### src/rtl/core/slph_pkg.sv
package slph_pkg;

    localparam int SHARD_BITS_DEF  = 4;
    localparam int BUCKET_BITS_DEF = 8;

    // Fibonacci hash multiplier, split into 32-bit halves.
    localparam logic [31:0] FIB_LO = 32'h7F4A_7C15;
    localparam logic [31:0] FIB_HI = 32'h9E37_79B9;

    localparam logic [1:0] CMD_FIND   = 2'd0;
    localparam logic [1:0] CMD_INSERT = 2'd1;
    localparam logic [1:0] CMD_UPDATE = 2'd2;
    localparam logic [1:0] CMD_DELETE = 2'd3;

    localparam logic [2:0] ST_OK        = 3'd0;
    localparam logic [2:0] ST_NOT_FOUND = 3'd1;
    localparam logic [2:0] ST_EXISTS    = 3'd2;
    localparam logic [2:0] ST_FULL      = 3'd3;
    localparam logic [2:0] ST_ZERO_KEY  = 3'd4;

    localparam logic [7:0] LOAD_LIMIT_RST = 8'd192;
    localparam int         PADDR_W        = 3;
    localparam logic       REG_LOAD_LIMIT = 1'b0;

    typedef struct packed {
        logic rd;
        logic wr_key;
        logic wr_data;
    } mem_cmd_t;

endpackage

### src/rtl/core/slph_hash.sv
module slph_hash
    import slph_pkg::*;
(
    input  logic        clk,
    input  logic        rst_n,
    input  logic        start,
    input  logic [63:0] key,
    output logic        done,
    output logic [31:0] hash_hi
);

    logic [1:0]  step_reg;
    logic [63:0] key_reg;
    logic [31:0] acc_reg;
    logic        done_reg;
    logic [31:0] op_a;
    logic [31:0] op_b;
    logic [63:0] prod;

    always_comb
    begin
        op_a = key_reg[31:0];
        op_b = FIB_LO;
        case (step_reg)
            2'd2:
            begin
                op_b = FIB_HI;
            end
            2'd3:
            begin
                op_a = key_reg[63:32];
            end
            default:
            begin
                op_b = FIB_LO;
            end
        endcase
        prod = op_a * op_b;
    end

    always_ff @(posedge clk or negedge rst_n)
    begin
        if (!rst_n)
        begin
            step_reg <= 2'd0;
            done_reg <= 1'b0;
        end
        else
        begin
            done_reg <= (step_reg == 2'd3);
            case (step_reg)
                2'd0:
                begin
                    if (start)
                    begin
                        key_reg  <= key;
                        step_reg <= 2'd1;
                    end
                end
                2'd1:
                begin
                    acc_reg  <= prod[63:32];
                    step_reg <= 2'd2;
                end
                2'd2:
                begin
                    acc_reg  <= acc_reg + prod[31:0];
                    step_reg <= 2'd3;
                end
                default:
                begin
                    acc_reg  <= acc_reg + prod[31:0];
                    step_reg <= 2'd0;
                end
            endcase
        end
    end

    assign done    = done_reg;
    assign hash_hi = acc_reg;

endmodule

### config.mk
export PLATFORM = sky130hd
export DESIGN_NAME = slph_hash
export DESIGN_NICKNAME = d
export VERILOG_FILES = /design/src/rtl/core/slph_pkg.sv /design/src/rtl/core/slph_hash.sv
export SDC_FILE = /design/constraint.sdc
export NUM_CORES = 2
export LEC_CHECK = 0
export BUFFER_PORTS_ARGS = -buffer_cell sky130_fd_sc_hd__buf_4
export CAP_MARGIN = 20
export CORE_MARGIN = 10
export CORE_UTILIZATION = 50
export CTS_BUF_LIST = sky130_fd_sc_hd__clkbuf_4
export DETAILED_ROUTE_END_ITERATION = 16
export GPL_ROUTABILITY_DRIVEN = 0
export PLACE_DENSITY = 0.66
export SETUP_SLACK_MARGIN = 0.05
export SLEW_MARGIN = 20
export SYNTH_ARGS = -nofsm -noshare
export SYNTH_HDL_FRONTEND = slang
export SYNTH_SLANG_ARGS = --single-unit
### constraint.sdc
create_clock -name clk -period 26.3 [get_ports clk]
set_clock_uncertainty 0.15 [all_clocks]
set_input_delay 6.575 -clock clk [delete_from_list [all_inputs] [get_ports clk]]
set_output_delay 6.575 -clock clk [all_outputs]
set_load 0.005 [all_outputs]
==> out/metrics.yaml <==
fin_crit_ns: 10.58
postCtsSetupRepairBufs: 0
yosys_warnings: 0
overflow: 0
hp-class: "register to register"
chipHeight_um: 265
reg2reg_depth: 36
r2r_setup_slack_ns: 15.72
core_area_um2: 59100
outcome: "completed"
fmax_mhz: 94.5
synth_top_area_share_pct: 40.4
synth_area_leaders: "fa_1, ha_1, edfxtp_1"
synthArstFlopShare_pct: 3.03
first_iter_violations: 1932
die-area_um2: 70000
avgSynthCellArea_um2: 10.2
drv_cap: 0
timing.critical_path.buf_inv: 8
cp_max_fo: 33
whs_path_depth: 2
cts_resized: 0
syn_inst: 2933
rsz0062_at_grt: "no"
grt_max_degree: 65
grt_pass1_vias: 22700
tightest_slew_ns: 0.993
critPathKind: "register to register"
yosysMostFrequentCell: "inv_1"
drive_gt1_share_pct: 6.18
via_per_inst: 5.54
largest_reg_flops: 64
num_vias: 20800
wl_per_cell_um: 22.8
area_delta_synth_final_pct: 5.61
fin_nets: 4143
critPathRequiredTime_ns: 26.58
slew_headroom_pct: 33.8
tns_ns: 0
crit_end: "hash_hi[31]"
ys_ff_latch: 99
maxSlewViolCount: 0
fp-row-count: 89
synth_edf_count: 96
cp_num_cells: 36
fin_area_um2: 31600
synth_cell_types: 76
critical-path-max-stage-delay_ns: 0.68
end_kind: "register"
synth.top_cells.by_count: "inv_1, fa_1, ha_1"
cts_buffer_depth: 2
ys.flop_type: "edfxtp_1"
yosysSeqAreaShare_pct: 9.89
setup_viol: 0
cts.htree.levels: 3
regToRegStartpoint: "step_reg[0]"
grt_pass1_wl_mm: 133
path_delay_family: "adder cells"
cts_hold_buf: 0
port_buffers: 99
start_util_pct: 50.6
antenna_found_initial: 3
clk_pin_slew_worst_paths_ns: 0.21
grt_usage_pct: 25.0
place_area_um2: 31400
cts_buffers: 9
syn-cell-area_um2: 29900
hold_viol: 0
clockRootBuffer: "clkbuf_4"
clock_latency_ns: 0.67
dieWidth_um: 265
io_pins: 100
r2r-end: "hash_hi[31]"
cp-start-kind: "register"
crit_arrival_ns: 10.86
period_share_pct: 40.2
yosysTopAreaCell: "fa_1"
ant_nets: 0
place_hpwl_mm: 77.2
cp-startpoint: "step_reg[0]"
cts_tree: "built"
cp_slowest_cell: "mux2i_1"
drc_errors: 0
cts.sinks: 99
wl_mm: 85.5
drtPass1Iterations: 6
cell type report:
class | count | area [µm²]
fill | 5202 | 27500
multi-input combinational | 2024 | 23900
sequential | 99 | 2960
inverter | 726 | 2730
tap | 773 | 967
timing repair buffer | 112 | 841
clock inverter | 7 | 121
clock buffer | 9 | 67.6
antenna | 3 | 7.51
cells in the final DEF, fill, tap and decap left out, types with 12 or more instances in the layout:
cell type	synthesis	final
inv_1	722	722
fa_1	604	604
or2_2	16	16
edfxtp_1	96	96
o21bai_1	23	23
nand4_1	19	19
nand2b_1	18	18
a21oi_1	119	119
conb_1	2	32
o21ai_0	71	71
xor2_1	33	33
and3_1	16	15
buf_4	0	112
xnor2_1	70	70
ha_1	500	497
nor2_1	77	77
mux2i_1	30	30
nor2b_1	16	15
mux2_2	12	12
a21o_1	35	35
nand2_1	179	179
o21a_1	13	13
nand3_1	20	20
cell families (layout without fill, tap and decap cells):
kind of cell    Yosys count  count (layout)  share of synthesized area, %
mux                      43              43                          1.53
flops                    99              99                          9.89
simple gates            394             394                          6.12
buf+inv                 840             854                          10.6
fa+ha+maj              1104            1104                          61.4
other cells               2              35                        0.0251
compound gates          348             348                          7.44
xor+xnor                103             103                          3.02
tightest hold or removal path, cell delays in order (launching register included):
cell,delay (ns)
dfrtp_1,0.46
nor2_1,0.11
a21oi_1,0.07
how the worst min path moves through the flow:
stage / slack [ns] / startpoint / endpoint
global route: 0.55 / step_reg[0] / step_reg[0]
finish: 0.50 / step_reg[0] / step_reg[0]
detailed placement: 0.48 / step_reg[0] / step_reg[0]
CTS: 0.50 / step_reg[0] / step_reg[0]
floorplan: 0.41 / step_reg[1] / done
global placement: 0.44 / step_reg[0] / step_reg[0]
metal layers:
metal | up-vias | share of wire, % | GRT usage (%)
li1 | 9268 | - | -
met1 | 10400 | 40 | 32.2
met2 | 912 | 48 | 41.3
met3 | 196 | 6.6 | 3.57
met4 | 0 | 5.2 | 11.6
met5 | - | 0 | 0
through the flow:
step | worst slack (ns) | util [%] | hold WS [ns] | instances
floorplan | 16.63 | - | 0.408 | 2963
global placement | 16.22 | 53.1 | 0.444 | 3734
detailed placement | 15.86 | 53.1 | 0.475 | 3734
CTS | 15.76 | 53.4 | 0.498 | 3750
global route | 15.06 | 53.4 | 0.549 | 3753
finish | 15.72 | 53.4 | 0.498 | 3753
Power is left out: the tool's default activity adds up to more than one toggle a clock period on the data nets, which glitch-free logic cannot reach.
