==> src/rtl/core/slph_pkg.sv <==
package slph_pkg;

    localparam int SHARD_BITS_DEF  = 4;
    localparam int BUCKET_BITS_DEF = 8;

    // Fibonacci hash multiplier, split into 32-bit halves.
    localparam logic [31:0] FIB_LO = 32'h7F4A_7C15;
    localparam logic [31:0] FIB_HI = 32'h9E37_79B9;

    localparam logic [1:0] CMD_FIND   = 2'd0;
    localparam logic [1:0] CMD_INSERT = 2'd1;
    localparam logic [1:0] CMD_UPDATE = 2'd2;
    localparam logic [1:0] CMD_DELETE = 2'd3;

    localparam logic [2:0] ST_OK        = 3'd0;
    localparam logic [2:0] ST_NOT_FOUND = 3'd1;
    localparam logic [2:0] ST_EXISTS    = 3'd2;
    localparam logic [2:0] ST_FULL      = 3'd3;
    localparam logic [2:0] ST_ZERO_KEY  = 3'd4;

    localparam logic [7:0] LOAD_LIMIT_RST = 8'd192;
    localparam int         PADDR_W        = 3;
    localparam logic       REG_LOAD_LIMIT = 1'b0;

    typedef struct packed {
        logic rd;
        logic wr_key;
        logic wr_data;
    } mem_cmd_t;

endpackage

==> src/rtl/core/slph_if.sv <==
interface slph_in_if;
    logic        valid;
    logic        ready;
    logic [1:0]  cmd;
    logic [63:0] key;
    logic [63:0] new_key;
    logic [63:0] data_in;

    modport source (output valid, cmd, key, new_key, data_in, input ready);
    modport sink (input valid, cmd, key, new_key, data_in, output ready);
endinterface

interface slph_out_if;
    logic        valid;
    logic        ready;
    logic [2:0]  status;
    logic [63:0] data_out;

    modport source (output valid, status, data_out, input ready);
    modport sink (input valid, status, data_out, output ready);
endinterface

==> src/rtl/core/slph_ctrl.sv <==
module slph_ctrl
    import slph_pkg::*;
#(
    parameter int SHARD_BITS  = SHARD_BITS_DEF,
    parameter int BUCKET_BITS = BUCKET_BITS_DEF
)
(
    input  logic                              clk,
    input  logic                              rst_n,
    input  logic [7:0]                        load_limit,
    slph_in_if.sink                           in_ch,
    slph_out_if.source                        out_ch,
    output logic                              hash_start,
    output logic [63:0]                       hash_key,
    input  logic                              hash_done,
    input  logic [31:0]                       hash_hi,
    output mem_cmd_t                          mem_cmd,
    output logic [SHARD_BITS+BUCKET_BITS-1:0] mem_rd_addr,
    output logic [SHARD_BITS+BUCKET_BITS-1:0] mem_wr_addr,
    output logic [63:0]                       mem_wr_key,
    output logic [63:0]                       mem_wr_data,
    input  logic [63:0]                       mem_rd_key,
    input  logic [63:0]                       mem_rd_data
);

    localparam int AW  = SHARD_BITS + BUCKET_BITS;
    localparam int BB  = BUCKET_BITS;
    localparam int SHW = (SHARD_BITS > 0) ? SHARD_BITS : 1;
    localparam int NS  = 1 << SHARD_BITS;
    localparam int FW  = BUCKET_BITS + 1;
    localparam int CW  = (FW > 8) ? FW : 8;
    localparam logic [FW-1:0] NB_M1 = FW'((1 << BUCKET_BITS) - 1);

    localparam logic [3:0] S_CLEAR = 4'd0;
    localparam logic [3:0] S_IDLE  = 4'd1;
    localparam logic [3:0] S_HASH  = 4'd2;
    localparam logic [3:0] S_CHK   = 4'd3;
    localparam logic [3:0] S_LRD   = 4'd4;
    localparam logic [3:0] S_LCMP  = 4'd5;
    localparam logic [3:0] S_PLACE = 4'd6;
    localparam logic [3:0] S_UPW   = 4'd7;
    localparam logic [3:0] S_RMV0  = 4'd8;
    localparam logic [3:0] S_BRD   = 4'd9;
    localparam logic [3:0] S_BCHK  = 4'd10;
    localparam logic [3:0] S_BHASH = 4'd11;
    localparam logic [3:0] S_BMV1  = 4'd12;
    localparam logic [3:0] S_BMV2  = 4'd13;
    localparam logic [3:0] S_RDONE = 4'd14;
    localparam logic [3:0] S_FIN   = 4'd15;

    logic [3:0]     state_reg;
    logic [AW-1:0]  clr_reg;
    logic [1:0]     cmd_reg;
    logic [63:0]    key_reg;
    logic [63:0]    nkey_reg;
    logic [63:0]    data_reg;
    logic [SHW-1:0] shard_reg;
    logic [BB-1:0]  idx_reg;
    logic [BB-1:0]  curr_reg;
    logic [BB-1:0]  next_reg;
    logic [FW-1:0]  n_reg;
    logic           upd2_reg;
    logic           nocheck_reg;
    logic [63:0]    mv_key_reg;
    logic [63:0]    mv_data_reg;
    logic [2:0]     status_reg;
    logic [63:0]    dout_reg;
    logic           hstart_reg;
    logic           hstart_next;
    logic [63:0]    hkey_reg;
    logic           out_valid_reg;
    logic [2:0]     out_status_reg;
    logic [63:0]    out_data_reg;
    logic [FW-1:0]  fill_reg [NS];

    logic [SHW-1:0] h_shard;
    logic [BB-1:0]  h_home;
    logic [BB-1:0]  dnext;
    logic [BB-1:0]  dcurr;
    logic [FW-1:0]  fill_cur;
    logic           is_full;
    logic           out_free;

    assign h_shard  = (SHARD_BITS > 0) ? hash_hi[31 -: SHW] : '0;
    assign h_home   = hash_hi[BB-1:0];
    assign dnext    = next_reg - h_home;
    assign dcurr    = curr_reg - h_home;
    assign fill_cur = fill_reg[shard_reg];
    assign is_full  = (CW'(fill_cur) >= CW'(load_limit)) || (fill_cur >= NB_M1);
    assign out_free = !out_valid_reg || out_ch.ready;

    assign hstart_next = (state_reg == S_IDLE && in_ch.valid && in_ch.key != '0
                          && !(in_ch.cmd == CMD_UPDATE && in_ch.new_key == '0))
                      || (state_reg == S_BCHK && mem_rd_key != '0)
                      || (state_reg == S_RDONE && cmd_reg == CMD_UPDATE);

    assign in_ch.ready     = (state_reg == S_IDLE);
    assign out_ch.valid    = out_valid_reg;
    assign out_ch.status   = out_status_reg;
    assign out_ch.data_out = out_data_reg;
    assign hash_start      = hstart_reg;
    assign hash_key        = hkey_reg;

    always_comb
    begin
        mem_cmd     = '0;
        mem_rd_addr = AW'({shard_reg, idx_reg});
        mem_wr_addr = AW'({shard_reg, idx_reg});
        mem_wr_key  = '0;
        mem_wr_data = data_reg;
        case (state_reg)
            S_CLEAR:
            begin
                mem_cmd.wr_key = 1'b1;
                mem_wr_addr    = clr_reg;
            end
            S_LRD:
            begin
                mem_cmd.rd = 1'b1;
            end
            S_BRD:
            begin
                mem_cmd.rd  = 1'b1;
                mem_rd_addr = AW'({shard_reg, next_reg});
            end
            S_RMV0:
            begin
                mem_cmd.wr_key = 1'b1;
            end
            S_BMV1:
            begin
                mem_cmd.wr_key  = 1'b1;
                mem_cmd.wr_data = 1'b1;
                mem_wr_addr     = AW'({shard_reg, curr_reg});
                mem_wr_key      = mv_key_reg;
                mem_wr_data     = mv_data_reg;
            end
            S_BMV2:
            begin
                mem_cmd.wr_key = 1'b1;
                mem_wr_addr    = AW'({shard_reg, next_reg});
            end
            S_UPW:
            begin
                mem_cmd.wr_data = 1'b1;
            end
            S_PLACE:
            begin
                mem_cmd.wr_key  = 1'b1;
                mem_cmd.wr_data = 1'b1;
                mem_wr_key      = key_reg;
            end
            default:
            begin
                mem_cmd = '0;
            end
        endcase
    end

    always_ff @(posedge clk or negedge rst_n)
    begin
        if (!rst_n)
        begin
            state_reg     <= S_CLEAR;
            clr_reg       <= '0;
            hstart_reg    <= 1'b0;
            out_valid_reg <= 1'b0;
            for (int i = 0; i < NS; i++)
            begin
                fill_reg[i] <= '0;
            end
        end
        else
        begin
            hstart_reg <= hstart_next;
            if (out_valid_reg && out_ch.ready && state_reg != S_FIN)
            begin
                out_valid_reg <= 1'b0;
            end
            case (state_reg)
                S_CLEAR:
                begin
                    clr_reg <= clr_reg + 1'b1;
                    if (&clr_reg)
                    begin
                        state_reg <= S_IDLE;
                    end
                end
                S_IDLE:
                begin
                    if (in_ch.valid)
                    begin
                        cmd_reg     <= in_ch.cmd;
                        key_reg     <= in_ch.key;
                        nkey_reg    <= in_ch.new_key;
                        data_reg    <= in_ch.data_in;
                        upd2_reg    <= 1'b0;
                        nocheck_reg <= 1'b0;
                        dout_reg    <= '0;
                        if (in_ch.key == '0 || (in_ch.cmd == CMD_UPDATE && in_ch.new_key == '0))
                        begin
                            status_reg <= ST_ZERO_KEY;
                            state_reg  <= S_FIN;
                        end
                        else
                        begin
                            hkey_reg   <= in_ch.key;
                            state_reg  <= S_HASH;
                        end
                    end
                end
                S_HASH:
                begin
                    if (hash_done)
                    begin
                        shard_reg <= h_shard;
                        idx_reg   <= h_home;
                        n_reg     <= '0;
                        if (upd2_reg && h_shard == shard_reg)
                        begin
                            nocheck_reg <= 1'b1;
                            state_reg   <= S_LRD;
                        end
                        else if (cmd_reg == CMD_INSERT)
                        begin
                            state_reg <= S_CHK;
                        end
                        else
                        begin
                            state_reg <= S_LRD;
                        end
                    end
                end
                S_CHK:
                begin
                    if (is_full)
                    begin
                        status_reg <= ST_FULL;
                        state_reg  <= S_FIN;
                    end
                    else
                    begin
                        state_reg <= S_LRD;
                    end
                end
                S_LRD:
                begin
                    state_reg <= S_LCMP;
                end
                S_LCMP:
                begin
                    if (mem_rd_key != '0 && !nocheck_reg && mem_rd_key == key_reg)
                    begin
                        case (cmd_reg)
                            CMD_FIND:
                            begin
                                dout_reg   <= mem_rd_data;
                                status_reg <= ST_OK;
                                state_reg  <= S_FIN;
                            end
                            CMD_INSERT:
                            begin
                                status_reg <= ST_EXISTS;
                                state_reg  <= S_FIN;
                            end
                            CMD_DELETE:
                            begin
                                dout_reg   <= mem_rd_data;
                                status_reg <= ST_OK;
                                state_reg  <= S_RMV0;
                            end
                            default:
                            begin
                                status_reg <= ST_OK;
                                state_reg  <= (key_reg == nkey_reg) ? S_UPW : S_RMV0;
                            end
                        endcase
                    end
                    else if (mem_rd_key == '0 || n_reg == NB_M1)
                    begin
                        if (cmd_reg == CMD_INSERT)
                        begin
                            status_reg <= ST_OK;
                            state_reg  <= (mem_rd_key == '0) ? S_PLACE : S_FIN;
                        end
                        else
                        begin
                            status_reg <= ST_NOT_FOUND;
                            state_reg  <= S_FIN;
                        end
                    end
                    else
                    begin
                        idx_reg   <= idx_reg + 1'b1;
                        n_reg     <= n_reg + 1'b1;
                        state_reg <= S_LRD;
                    end
                end
                S_PLACE:
                begin
                    fill_reg[shard_reg] <= fill_cur + 1'b1;
                    state_reg           <= S_FIN;
                end
                S_UPW:
                begin
                    state_reg <= S_FIN;
                end
                S_RMV0:
                begin
                    if (fill_cur != '0)
                    begin
                        fill_reg[shard_reg] <= fill_cur - 1'b1;
                    end
                    curr_reg  <= idx_reg;
                    next_reg  <= idx_reg + 1'b1;
                    n_reg     <= '0;
                    state_reg <= S_BRD;
                end
                S_BRD:
                begin
                    state_reg <= S_BCHK;
                end
                S_BCHK:
                begin
                    if (mem_rd_key == '0)
                    begin
                        state_reg <= S_RDONE;
                    end
                    else
                    begin
                        mv_key_reg  <= mem_rd_key;
                        mv_data_reg <= mem_rd_data;
                        hkey_reg    <= mem_rd_key;
                        state_reg   <= S_BHASH;
                    end
                end
                S_BHASH:
                begin
                    if (hash_done)
                    begin
                        if (dcurr < dnext)
                        begin
                            state_reg <= S_BMV1;
                        end
                        else
                        begin
                            next_reg  <= next_reg + 1'b1;
                            n_reg     <= n_reg + 1'b1;
                            state_reg <= (n_reg == NB_M1) ? S_RDONE : S_BRD;
                        end
                    end
                end
                S_BMV1:
                begin
                    state_reg <= S_BMV2;
                end
                S_BMV2:
                begin
                    curr_reg  <= next_reg;
                    next_reg  <= next_reg + 1'b1;
                    n_reg     <= n_reg + 1'b1;
                    state_reg <= (n_reg == NB_M1) ? S_RDONE : S_BRD;
                end
                S_RDONE:
                begin
                    if (cmd_reg == CMD_UPDATE)
                    begin
                        cmd_reg    <= CMD_INSERT;
                        key_reg    <= nkey_reg;
                        upd2_reg   <= 1'b1;
                        hkey_reg   <= nkey_reg;
                        state_reg  <= S_HASH;
                    end
                    else
                    begin
                        state_reg <= S_FIN;
                    end
                end
                default:
                begin
                    if (out_free)
                    begin
                        out_valid_reg  <= 1'b1;
                        out_status_reg <= status_reg;
                        out_data_reg   <= (status_reg == ST_OK) ? dout_reg : 64'd0;
                        state_reg      <= S_IDLE;
                    end
                end
            endcase
        end
    end

endmodule

==> src/flat_wrapper.sv <==
// flat-port wrapper written by rule: the top's interface ports become plain ports
module slph_ctrl_flat import slph_pkg::*;
#(
    parameter int SHARD_BITS  = SHARD_BITS_DEF,
    parameter int BUCKET_BITS = BUCKET_BITS_DEF
)
  (clk, rst_n, load_limit, hash_start, hash_key, hash_done, hash_hi, mem_cmd, mem_rd_addr, mem_wr_addr, mem_wr_key, mem_wr_data, mem_rd_key, mem_rd_data, in_ch_valid, in_ch_cmd, in_ch_key, in_ch_new_key, in_ch_data_in, in_ch_ready, out_ch_valid, out_ch_status, out_ch_data_out, out_ch_ready);
  slph_in_if in_ch_i ();
  slph_out_if out_ch_i ();
  input  logic clk;
  input  logic rst_n;
  input  logic [7:0] load_limit;
  output logic hash_start;
  output logic [63:0] hash_key;
  input  logic hash_done;
  input  logic [31:0] hash_hi;
  output mem_cmd_t mem_cmd;
  output logic [SHARD_BITS+BUCKET_BITS-1:0] mem_rd_addr;
  output logic [SHARD_BITS+BUCKET_BITS-1:0] mem_wr_addr;
  output logic [63:0] mem_wr_key;
  output logic [63:0] mem_wr_data;
  input  logic [63:0] mem_rd_key;
  input  logic [63:0] mem_rd_data;
  input wire logic [$bits(in_ch_i.valid)-1:0] in_ch_valid;
  input wire logic [$bits(in_ch_i.cmd)-1:0] in_ch_cmd;
  input wire logic [$bits(in_ch_i.key)-1:0] in_ch_key;
  input wire logic [$bits(in_ch_i.new_key)-1:0] in_ch_new_key;
  input wire logic [$bits(in_ch_i.data_in)-1:0] in_ch_data_in;
  output wire logic [$bits(in_ch_i.ready)-1:0] in_ch_ready;
  output wire logic [$bits(out_ch_i.valid)-1:0] out_ch_valid;
  output wire logic [$bits(out_ch_i.status)-1:0] out_ch_status;
  output wire logic [$bits(out_ch_i.data_out)-1:0] out_ch_data_out;
  input wire logic [$bits(out_ch_i.ready)-1:0] out_ch_ready;
  assign in_ch_i.valid = in_ch_valid;
  assign in_ch_i.cmd = in_ch_cmd;
  assign in_ch_i.key = in_ch_key;
  assign in_ch_i.new_key = in_ch_new_key;
  assign in_ch_i.data_in = in_ch_data_in;
  assign in_ch_ready = in_ch_i.ready;
  assign out_ch_valid = out_ch_i.valid;
  assign out_ch_status = out_ch_i.status;
  assign out_ch_data_out = out_ch_i.data_out;
  assign out_ch_i.ready = out_ch_ready;
  slph_ctrl #(.SHARD_BITS(SHARD_BITS), .BUCKET_BITS(BUCKET_BITS)) u_core (.clk(clk), .rst_n(rst_n), .load_limit(load_limit), .in_ch(in_ch_i), .out_ch(out_ch_i), .hash_start(hash_start), .hash_key(hash_key), .hash_done(hash_done), .hash_hi(hash_hi), .mem_cmd(mem_cmd), .mem_rd_addr(mem_rd_addr), .mem_wr_addr(mem_wr_addr), .mem_wr_key(mem_wr_key), .mem_wr_data(mem_wr_data), .mem_rd_key(mem_rd_key), .mem_rd_data(mem_rd_data));
endmodule
==> config.mk <==
export PLATFORM = sky130hd
export DESIGN_NAME = slph_ctrl_flat
export DESIGN_NICKNAME = d
export VERILOG_FILES = /design/src/rtl/core/slph_pkg.sv /design/src/rtl/core/slph_if.sv /design/src/rtl/core/slph_ctrl.sv /design/src/flat_wrapper.sv
export SDC_FILE = /design/constraint.sdc
export NUM_CORES = 1
export LEC_CHECK = 0
export BUFFER_PORTS_ARGS = -buffer_cell sky130_fd_sc_hd__buf_2
export CORE_MARGIN = 2
export CORE_UTILIZATION = 39
export DETAILED_ROUTE_END_ITERATION = 10
export GPL_ROUTABILITY_DRIVEN = 0
export PLACE_DENSITY = 0.72
export SLEW_MARGIN = 20
export SYNTH_ARGS = -nofsm -noshare
export SYNTH_HDL_FRONTEND = slang
export SYNTH_SLANG_ARGS = --single-unit
==> constraint.sdc <==
create_clock -name clk -period 16.4 [get_ports clk]
set_clock_uncertainty 0.05 [all_clocks]
set_input_delay 4.1 -clock clk [delete_from_list [all_inputs] [get_ports clk]]
set_output_delay 4.1 -clock clk [all_outputs]
set_load 0.02 [all_outputs]
==> qor.yml <==
floorplanning:
  die_area_um2: 87890
  rows: 107
  start_util: 0.3924
  coreArea_um2: 85010
  die_y_um: 296.5
  io_pins: 656
  die_w_um: 296.5
finish:
  nets: 3514
  syn_to_final_growth_pct: 21.40
  regArea_um2: 20840
  final_layout_size_suffix_gt1_frac: 0.3436
  largest_register_ffs: 144
  fill_cells: 7454
  multi_input_area_um2: 11940
clocking:
  clockBufferDepth: 3
  clock-root-buffer: "clkbuf_16"
  path_clk_slew_ps: 60
  cts_resized: 0
  clock_sinks: 721
  postCtsSetupRepairBufs: 0
  cts_tree: "built"
  htree_levels: 3
  cts_made_buffers: 80
  holdBufCountCts: 0
  worstSkewPairLatency_ps: 640
synth:
  postSynth.asyncResetShare: 0.2247
  synth_area_per_cell_um2: 13.46
  synth_edf_count: 559
  synth_warnings: 0
  synth-seq-cells: 721
  synth-seq-area-share: 0.6247
  postSynthCellCount: 2478
  synth_cell_types: 74
  synth.area.top_cells: "edfxtp_1, dfrtp_1, mux2_2"
  synth_top_area_frac: 0.5032
  synth.cell_area_um2: 33360
  synth_top_flop_cell: "edfxtp_1"
  synth_largest_area_cell: "edfxtp_1"
  syn_nets: 2888
power_and_ir_drop:
  power.density_nw_per_um2: 138.6
  swShare: 0.3291
  power_frac_comb: 0.260
  p_int_mw: 3.765
  netSwitchingPower_mw: 1.847
  p_seq_frac: 0.426
  power_frac_clock: 0.314
  ir_drop_mv: 0.1214
  leakage_nw: 16.93
drt:
  wirelength_um: 110900
  wl_per_cell_um: 25.69
  drtIter0Drc: 2408
  via_count: 24123
  final_antenna_net_count: 0
  via_per_inst: 5.590
  firstDrtPassIters: 9
  drc: 0
worst_hold_path:
  min_from: "u_core.fill_reg[107]"
  hp-class: "flip-flop to flip-flop"
placed_design:
  dpl.hpwl_um: 79840
  port_buffers: 635
critical_path:
  max_stage_delay_ps: 690
  path_delay_family: "buffers and inverters"
  critPathArrivalTime_ps: 3590
  start_kind: "flip-flop"
  critPathSlowestCell: "buf_4"
  path_cells: "buf_4 > nor3_2 > buf_4 > buf_4 > a22o_1 > buf_2"
  crit_fanout: 55
  worst-path-buf-inv: 4
  path_class: "flip-flop to primary output"
  end_kind: "primary output"
  worst_ep_required_time_ps: 12250
  cpMostUsedCell: "buf_4"
  startpoint: "u_core.state_reg[0]"
  r2r-start: "u_core.shard_reg[0]"
global_route:
  antenna_found_initial: 13
  grt_start_max_net_pins: 129
  globalRouteTotalUtil: 0.2417
  grt_pass1_vias: 22950
  grt_pass1_wl_um: 155000
  overflow: 0
sta:
  rsz0062_at_grt: "no"
  period_needed_ps: 7737
  hold_viol: 0
  setup_viol: 0
  fmax_mhz: 129.2
  holdWs_ps: 427.7
  period_share: 0.4718
  tns_ps: 0
  worst_pin_slew_ps: 1290
  slew_viol_final: 0
  max-slew-margin-rel: 0.1318
outcome:
  status: "completed"
flow_run:
  max_cap_viol_count: 0
[through the flow]
stage | setup WS (ps) | cell area, um^2 | utilization | power [mW] | instances
floorplan | 198.2 | 33370 | - | 3.312 | 2478
global placement | 8057 | 37870 | 0.4455 | 3.829 | 4166
detailed placement | 7987 | 37900 | 0.4458 | 3.864 | 4166
CTS | 8627 | 40450 | 0.4759 | 5.624 | 4308
global route | 8516 | 40500 | 0.4763 | 5.833 | 4313
finish | 8663 | 40500 | 0.4764 | 5.612 | 4315
[placed cells by master, fill, tap and decap left out, drive strengths merged, types with 10 or more instances in the layout]
cell type,n
nand2b,26
o21ai,103
mux2i,66
a32o,10
clkbuf,103
xor2,85
clkinv,29
nor2b,29
a22o,71
a21o,12
nor2,51
a222oi,10
edfxtp,559
a21oi,27
nand3,42
inv,70
dfrtp,162
ha,41
nor3,16
mux2,206
and3,78
nand4,30
buf,672
nor4,72
and2,69
mux4,38
nand2,335
xnor2,61
o22ai,10
[worst reg2reg max path, cell delays in order (launching register included)]
cell       delay, ps
edfxtp_1         340
buf_4            630
mux4_2           640
a22o_1           270
a221oi_2         670
buf_4            330
ha_1             250
nand2b_1         140
a21o_1           180
a21oi_1          130
o21ai_0          120
a211oi_1         250
o21ai_0          170
a2bb2oi_1        490
a221oi_1         270
[logic make-up after synthesis]
logic type,after synthesis,share of synthesized area
AOI/OAI and AO/OA,301,0.06376
buffers and inverters,192,0.02299
xor gates and xnor gates,146,0.03833
adders and majority gates,43,0.01658
DFF,721,0.6247
and+or+nand+nor,765,0.1178
muxes,310,0.1159
[metal layers]
layer | track usage | part of all wire | up-vias
li1 | - | - | 10505
met1 | 0.3152 | 0.38 | 11897
met2 | 0.3851 | 0.46 | 1476
met3 | 0.07016 | 0.11 | 237
met4 | 0.08413 | 0.038 | 8
met5 | 0 | 0.00047 | -
[cells in the mapped netlist (5+ instances only)]
cell type and number:
a2111oi_0 6, a21o_1 12, a21oi_1 27, a222oi_1 10, a22o_1 71, a22oi_1 9
a32o_1 10, and2_1 69, and3_1 78, buf_1 17, buf_2 7, clkbuf_1 98
dfrtp_1 162, edfxtp_1 559, ha_1 41, inv_1 62, mux2_2 198, mux2_4 8
mux2i_1 66, mux4_2 38, nand2_1 332, nand2b_1 26, nand3_1 29, nand3_2 5
nand3_4 8, nand4_1 30, nor2_1 51, nor2b_1 29, nor3_1 16, nor4_1 71
o21ai_0 102, o22ai_1 9, or3_1 5, xnor2_1 61, xor2_1 85
[power groups by stage]
stage	Clock [mW]	Sequential [mW]	Combinational (mW)
floorplan	0	2.43	0.879
global placement	0	2.41	1.42
detailed placement	0	2.42	1.45
CTS	1.79	2.38	1.45
global route	1.86	2.41	1.57
finish	1.76	2.39	1.46
[final timing paths]
kind / end / slack (ps) / cells after the start
max in group asynchronous: u_core.fill_reg[43] / 11720 / 2
min: u_core.fill_reg[107] / 430 / 1
max: mem_wr_key[63] / 8660 / 6
min in group asynchronous: u_core.fill_reg[122] / 3420 / 1
max reg2reg: u_core.status_reg[2] / 11130 / 14
min reg2reg: u_core.fill_reg[107] / 430 / 1
[cell type report]
type / instances / share of cell area
repair buffers: 672 / 0.08579
multi-input cells: 1565 / 0.2948
diodes: 7 / 0.0004325
inverters: 64 / 0.005932
clock inverters: 39 / 0.008681
clock buffers: 103 / 0.05437
flip-flops and latches: 721 / 0.5147
well taps: 1144 / 0.03534
No activity file was read; power rests on OpenSTA's default activity.
